File: config.mk
export PLATFORM = sky130hd
export DESIGN_NAME = ctgr_gain
export DESIGN_NICKNAME = d
export VERILOG_FILES = /design/src/rtl/color_temperature_gamma_ramp_macros.svh /design/src/rtl/ctgr_pkg.sv /design/src/rtl/ctgr_gain.sv
export SDC_FILE = /design/constraint.sdc
export NUM_CORES = 2
export LEC_CHECK = 0
export BUFFER_PORTS_ARGS = -buffer_cell sky130_fd_sc_hd__buf_2
export CORE_MARGIN = 2
export CORE_UTILIZATION = 26
export DETAILED_ROUTE_END_ITERATION = 10
export PLACE_DENSITY_LB_ADDON = 0.05
export SETUP_SLACK_MARGIN = 0.4
export SLEW_MARGIN = 40
export SYNTH_ARGS = -nofsm -noshare
export SYNTH_HDL_FRONTEND = slang
export SYNTH_SLANG_ARGS = --single-unit
File: constraint.sdc
create_clock -name clk -period 9.6 [get_ports clk]
set_input_delay 0.96 -clock clk [delete_from_list [all_inputs] [get_ports clk]]
set_output_delay 0.96 -clock clk [all_outputs]
set_load 0.1 [all_outputs]
File: src/rtl/color_temperature_gamma_ramp_macros.svh
// assertion macros for the color temperature gamma ramp block
`ifndef COLOR_TEMPERATURE_GAMMA_RAMP_MACROS_SVH
`define COLOR_TEMPERATURE_GAMMA_RAMP_MACROS_SVH
`ifndef SYNTHESIS
// same-cycle implication, held off during reset
`define CTGR_ASSERT_IMPLY(label, clk, rst_n, lhs, rhs) \
    label: assert property (@(posedge clk) disable iff (!rst_n) (lhs) |-> (rhs)) \
        else $error("ctgr assertion failed");
// next-cycle implication, held off during reset
`define CTGR_ASSERT_NEXT(label, clk, rst_n, lhs, rhs) \
    label: assert property (@(posedge clk) disable iff (!rst_n) (lhs) |=> (rhs)) \
        else $error("ctgr assertion failed");
`else
`define CTGR_ASSERT_IMPLY(label, clk, rst_n, lhs, rhs)
`define CTGR_ASSERT_NEXT(label, clk, rst_n, lhs, rhs)
`endif
`endif

File: src/rtl/ctgr_pkg.sv
// shared types and constants of the gamma ramp pipeline
package ctgr_pkg;

    // configuration register indexes
    localparam logic [1:0] REG_TEMPERATURE = 2'd0;
    localparam logic [1:0] REG_BRIGHTNESS  = 2'd1;
    localparam logic [1:0] REG_RAMP_SIZE   = 2'd2;

    localparam logic [15:0] LOW_TEMP       = 16'd700;
    localparam logic [15:0] NEUTRAL_TEMP   = 16'd6500;
    localparam logic [15:0] NEUTRAL_OFFSET = 16'd5800;
    localparam logic [16:0] ONE_Q16        = 17'd65536;

    // coefficients in q.24, rounded to nearest
    localparam longint COEF_LOW_G0  =
        -((64'sd147751309140 * 64'sd16777216 + 64'sd50000000000) / 64'sd100000000000);
    localparam longint COEF_LOW_G1  =
        (64'sd28590164772 * 64'sd16777216 + 64'sd50000000000) / 64'sd100000000000;
    localparam longint COEF_LOW_B0  =
        -((64'sd438321650115 * 64'sd16777216 + 64'sd50000000000) / 64'sd100000000000);
    localparam longint COEF_LOW_B1  =
        (64'sd62121587694 * 64'sd16777216 + 64'sd50000000000) / 64'sd100000000000;
    localparam longint COEF_HIGH_R0 =
        (64'sd175390204039 * 64'sd16777216 + 64'sd50000000000) / 64'sd100000000000;
    localparam longint COEF_HIGH_R1 =
        -((64'sd11508056715 * 64'sd16777216 + 64'sd50000000000) / 64'sd100000000000);
    localparam longint COEF_HIGH_G0 =
        (64'sd149221604915 * 64'sd16777216 + 64'sd50000000000) / 64'sd100000000000;
    localparam longint COEF_HIGH_G1 =
        -((64'sd7513509589 * 64'sd16777216 + 64'sd50000000000) / 64'sd100000000000);
    localparam longint LN2_Q24_L    =
        (64'sd69314718056 * 64'sd16777216 + 64'sd50000000000) / 64'sd100000000000;

    localparam logic [23:0] LN2_Q24 = 24'(LN2_Q24_L);

    // k0 pre-shifted into q.48, k1 kept as q.24
    localparam logic signed [55:0] LOW_G_BIAS  = 56'(COEF_LOW_G0 * 64'sd16777216);
    localparam logic signed [55:0] LOW_B_BIAS  = 56'(COEF_LOW_B0 * 64'sd16777216);
    localparam logic signed [55:0] HIGH_R_BIAS = 56'(COEF_HIGH_R0 * 64'sd16777216);
    localparam logic signed [55:0] HIGH_G_BIAS = 56'(COEF_HIGH_G0 * 64'sd16777216);
    localparam logic signed [24:0] LOW_G_SLOPE  = 25'(COEF_LOW_G1);
    localparam logic signed [24:0] LOW_B_SLOPE  = 25'(COEF_LOW_B1);
    localparam logic signed [24:0] HIGH_R_SLOPE = 25'(COEF_HIGH_R1);
    localparam logic signed [24:0] HIGH_G_SLOPE = 25'(COEF_HIGH_G1);

    // channel positions in a gain set
    localparam int CH_RED   = 0;
    localparam int CH_GREEN = 1;
    localparam int CH_BLUE  = 2;

    typedef enum logic [1:0] {
        RANGE_COLD,
        RANGE_WARM,
        RANGE_NEUTRAL
    } range_t;

    // per-beat side data that travels with the pipeline
    typedef struct packed {
        logic [11:0] idx;
        logic        invalid;
        range_t      mode;
        logic        xzero;
    } tag_t;

    typedef logic [16:0] gain_t;
    typedef gain_t [2:0] gain_set_t;

endpackage

File: src/rtl/ctgr_gain.sv
// ln scaling, coefficient fit, clamp and channel gain selection
module ctgr_gain (
    input  logic                clk,
    input  logic                rst_n,
    input  logic                in_valid,
    input  ctgr_pkg::tag_t      in_tag,
    input  logic [19:0]         in_log,
    output logic                out_valid,
    output ctgr_pkg::tag_t      out_tag,
    output ctgr_pkg::gain_set_t out_gains
);
    import ctgr_pkg::*;

    logic [2:0]  valid_reg;
    tag_t        tag1_reg, tag2_reg, tag3_reg;
    logic [27:0] ln_reg;
    logic signed [55:0] acc_a_reg, acc_b_reg;
    gain_set_t   gains_reg;

    logic [43:0] ln_prod;
    logic [27:0] ln_next;
    logic signed [55:0] bias_a, bias_b;
    logic signed [24:0] slope_a, slope_b;
    logic signed [28:0] ln_s;
    logic signed [53:0] prod_a, prod_b;
    logic signed [55:0] acc_a_next, acc_b_next;
    gain_t       gain_a, gain_b;
    gain_set_t   gains_next;

    function automatic gain_t clamp_gain(input logic signed [55:0] acc);
        logic signed [55:0] rounded;
        rounded = acc + 56'sd2147483648;
        if (acc <= 56'sd0)
            clamp_gain = 17'd0;
        else if (acc >= (56'sd1 <<< 48))
            clamp_gain = ONE_Q16;
        else
            clamp_gain = rounded[48:32];
    endfunction

    // ln = log2 * ln2, rounded back to q.24
    always_comb
    begin
        ln_prod = in_log * LN2_Q24;
        ln_next = 28'((ln_prod + 44'd32768) >> 16);
    end

    always_comb
    begin
        if (tag1_reg.mode == RANGE_NEUTRAL)
        begin
            bias_a  = HIGH_R_BIAS;
            slope_a = HIGH_R_SLOPE;
            bias_b  = HIGH_G_BIAS;
            slope_b = HIGH_G_SLOPE;
        end
        else
        begin
            bias_a  = LOW_G_BIAS;
            slope_a = LOW_G_SLOPE;
            bias_b  = LOW_B_BIAS;
            slope_b = LOW_B_SLOPE;
        end
        ln_s       = signed'({1'b0, ln_reg});
        prod_a     = slope_a * ln_s;
        prod_b     = slope_b * ln_s;
        acc_a_next = bias_a + 56'(prod_a);
        acc_b_next = bias_b + 56'(prod_b);
    end

    always_comb
    begin
        gain_a = tag2_reg.xzero ? 17'd0 : clamp_gain(acc_a_reg);
        gain_b = tag2_reg.xzero ? 17'd0 : clamp_gain(acc_b_reg);
        case (tag2_reg.mode)
            RANGE_WARM:
            begin
                gains_next[CH_RED]   = ONE_Q16;
                gains_next[CH_GREEN] = gain_a;
                gains_next[CH_BLUE]  = gain_b;
            end
            RANGE_NEUTRAL:
            begin
                gains_next[CH_RED]   = gain_a;
                gains_next[CH_GREEN] = gain_b;
                gains_next[CH_BLUE]  = ONE_Q16;
            end
            default:
            begin
                gains_next[CH_RED]   = ONE_Q16;
                gains_next[CH_GREEN] = 17'd0;
                gains_next[CH_BLUE]  = 17'd0;
            end
        endcase
    end

    always_ff @(posedge clk or negedge rst_n)
    begin
        if (!rst_n)
        begin
            valid_reg <= '0;
        end
        else
        begin
            valid_reg <= {valid_reg[1:0], in_valid};
        end
    end

    always_ff @(posedge clk)
    begin
        tag1_reg  <= in_tag;
        ln_reg    <= ln_next;
        tag2_reg  <= tag1_reg;
        acc_a_reg <= acc_a_next;
        acc_b_reg <= acc_b_next;
        tag3_reg  <= tag2_reg;
        gains_reg <= gains_next;
    end

    assign out_valid = valid_reg[2];
    assign out_tag   = tag3_reg;
    assign out_gains = gains_reg;

endmodule

==> impl_results.md <==
- Status: finished clean
- Clk sinks: 239
- Floorplan row count: 154
- IO buf count: 106
- CTS Buffer Depth: 3
- R2r setup slk: approximately 810 ps
- Initial antenna violation count: 8
- Mapped Avg Cell Area: about 10 sq um
- Design area: around 52,000 sq um
- Final nets: roughly 6,700
- Post-DP Area: 50,700 sq um
- RSZ-0062 raised after global routing: no
- Setup TNS: 0 ps
- Tmin final: 8790 ps
- Die height: 426 um
- Drt drc: 0
- Reg clk slew, reported paths: 60 ps
- Share of cells above drive strength 1: 0.0637
- GRT Util Overall: 0.186
- Worst Hold Class: input pin to async pin
- Max FFs per register: 56
- Slew @ Worst Pin: slightly above 800 ps
- Slowest Stage Delay on Critical Path: 600 ps
- DRT Pass-1 Iters: 5
- Netlist cell types: 82
- EDFF count, synth: 0
- Syn Std Cell Area: 46,300 sq um
- Fin crit share: 0.916
- Critical Path AT: roughly 9300 ps
- CTS tree: yes
- Ant. Diodes: 0
- Worst slew margin: 0.460
- Area growth, synth to finish: 12.1%
- Die area: 181,000 sq um
- Number of global-route vias before repair: 34,400
- Global-route wire length before repair: 241 mm
- Gr ovfl total: 0
- FFs w/ async S/R, synth: 0.0126
- CP max FO: 19
- Max-slew violation count: 0
- Crit path max-delay cell type: fa_1
- Syn Inst Count: 4,647
- Total CTS buffers: 34
- Synth warn: 0
- Crit path launch type: register
- Setup violation total in the final timing report: 0
- CP endpoint kind: register
- Pin count of the biggest net entering global routing: 44
- F_max: 114 MHz
- Hpwl dp: 150 mm
- Layout Cells excl Fill: 7,287
- Vias: 30,900
- Initial DRC Count: 1,352
- R2R cell count: 29
- Detailed Route WL: roughly 170 mm
- Req. time, crit path: about 10,000 ps
- Skew final: 45.3 ps
- Setup bufs post-CTS: 0
- Crit Path Class: register to register
- Htree depth: 2
- Seq cells post-synth: 239
- DRT antenna net count: 0
- Top Ports: roughly 110
- RR Startpoint: tag1_reg[1]
- Clk root buf: clkbuf_16
- Endpoints failing hold: 0
- WL/cell: 22.8 um
- Die width: 426 um
- Placed insts: 7,227
- Sequential share of the synthesized area: 0.104
- Max Cap Violations: 0
- Top cell by count, worst path: fa_1
- Core ar.: 176,000 sq um
- Vias/cell: 4.24
- Reg2Reg Capture Point: acc_b_reg[54]
- Main synth FF type: dfxtp_1
- Clock Latency Late Sink: about 620 ps
- Gpl congestion: 0.869
- Initial core utilization: 0.262
==> area by class of cell <==
| cell class | instances | area, sq um |
|---|---|---|
| tap | 2340 | 2930 |
| clock buffer | 40 | 883 |
| clock inverter | 20 | 264 |
| sequential | 239 | 4800 |
| fill | 18900 | 125000 |
| multi-input combinational | 3111 | 36700 |
| timing repair buffer | 207 | 1310 |
| inverter | 1330 | 5000 |
==> layer usage <==
| layer | global-route usage | part of all wire | up-vias |
|---|---|---|---|
| li1 | - | - | 14700 |
| met1 | 0.258 | 0.47 | 15600 |
| met2 | 0.308 | 0.47 | 451 |
| met3 | 0.0191 | 0.031 | 134 |
| met4 | 0.0503 | 0.029 | 4 |
| met5 | 0 | 0.00020 | - |
==> critical path: cells and delay by family (launching register included) <==
kind / cells / cell delay, ps
flops: 1 / 300
compound gates: 10 / 2040
mux: 1 / 120
buf+inv: 7 / 1690
simple gates: 3 / 790
fa+ha+maj: 8 / 3740
==> how the worst max path moves through the flow <==
stage / from / to / slack, ps
after floorplan: tag1_reg[1] / acc_b_reg[54] / 1620
after global placement: tag1_reg[1] / acc_b_reg[51] / 590
after detailed placement: tag1_reg[1] / acc_b_reg[51] / 560
after CTS: tag1_reg[1] / acc_b_reg[51] / 580
after global routing: tag1_reg[1] / acc_a_reg[55] / 400
final: tag1_reg[1] / acc_b_reg[54] / 810
==> cells by family (layout without fill, tap and decap cells) <==
logic type | Yosys count | in the layout | share of synthesized area
DFF | 239 | 239 | 0.104
buffers and inverters | 1420 | 1597 | 0.115
xor gates and xnor gates | 205 | 205 | 0.0388
muxes | 3 | 3 | 0.000649
AOI/OAI and AO/OA | 433 | 433 | 0.0629
other | 2 | 125 | 0.000162
and+or+nand+nor | 643 | 643 | 0.0674
adders and majority gates | 1702 | 1702 | 0.611
==> what timing repair did <==
| action | in CTS | in global routing |
|---|---|---|
| resized for setup | 0 | 2 |
| endpoints found under the setup margin | 0 | 2 |
| hold buffers | 0 | 0 |
==> placed cells by master (no fill, tap or decap), types with 18 or more instances in the layout <==
| master | instances |
|---|---|
| nor3_1 | 21 |
| and3_1 | 20 |
| a21o_1 | 75 |
| o22ai_1 | 18 |
| nor2_1 | 132 |
| dfxtp_1 | 234 |
| nand2b_1 | 34 |
| fa_1 | 928 |
| ha_1 | 774 |
| nand3_1 | 54 |
| nand4_1 | 35 |
| xnor2_1 | 116 |
| inv_1 | 1327 |
| a21oi_1 | 110 |
| buf_4 | 99 |
| nor4_1 | 25 |
| and2_1 | 19 |
| o21bai_1 | 21 |
| xor2_1 | 88 |
| o21ai_0 | 67 |
| a31oi_1 | 22 |
| clkbuf_16 | 34 |
| conb_1 | 125 |
| nand2_1 | 229 |
| buf_2 | 106 |
==> cell usage after synthesis, drive strengths merged (5+ instances only) <==
| cell | number | area, sq um |
|---|---|---|
| inv | 1330 | 4990 |
| fa | 928 | 18600 |
| ha | 774 | 9680 |
| dfxtp | 236 | 4720 |
| nand2 | 229 | 860 |
| nor2 | 133 | 502 |
| xnor2 | 116 | 1020 |
| a21oi | 114 | 593 |
| xor2 | 89 | 780 |
| clkbuf | 83 | 312 |
| a21o | 75 | 563 |
| o21ai | 74 | 374 |
| nand3 | 57 | 300 |
| nand2b | 35 | 219 |
| nand4 | 35 | 219 |
| nor4 | 30 | 203 |
| a31oi | 25 | 184 |
| nor3 | 24 | 135 |
| o21bai | 23 | 188 |
| and3 | 21 | 136 |
| and2 | 19 | 119 |
| o22ai | 18 | 113 |
| o31ai | 17 | 141 |
| nor2b | 15 | 93.8 |
| o21a | 15 | 113 |
| or3 | 14 | 92.6 |
| a211oi | 13 | 97.6 |
| or2 | 11 | 68.8 |
| a211o | 9 | 78.8 |
| a2111oi | 8 | 88.8 |
| buf | 7 | 36.3 |
| o211ai | 7 | 52.6 |
| and4 | 6 | 52.6 |
| a21boi | 5 | 37.5 |
==> stage by stage <==
| step | hold slack [ps] | util | setup WS, ps |
|---|---|---|---|
| floorplan | 310 | - | 1620 |
| global placement | 309 | 0.287 | 592 |
| detailed placement | 312 | 0.287 | 561 |
| CTS | 93.5 | 0.294 | 582 |
| global route | 113 | 0.294 | 402 |
| finish | 146 | 0.294 | 806 |
Power is not shown: default switching activity piles up to over one toggle a cycle in this logic, so the estimate is an artifact.
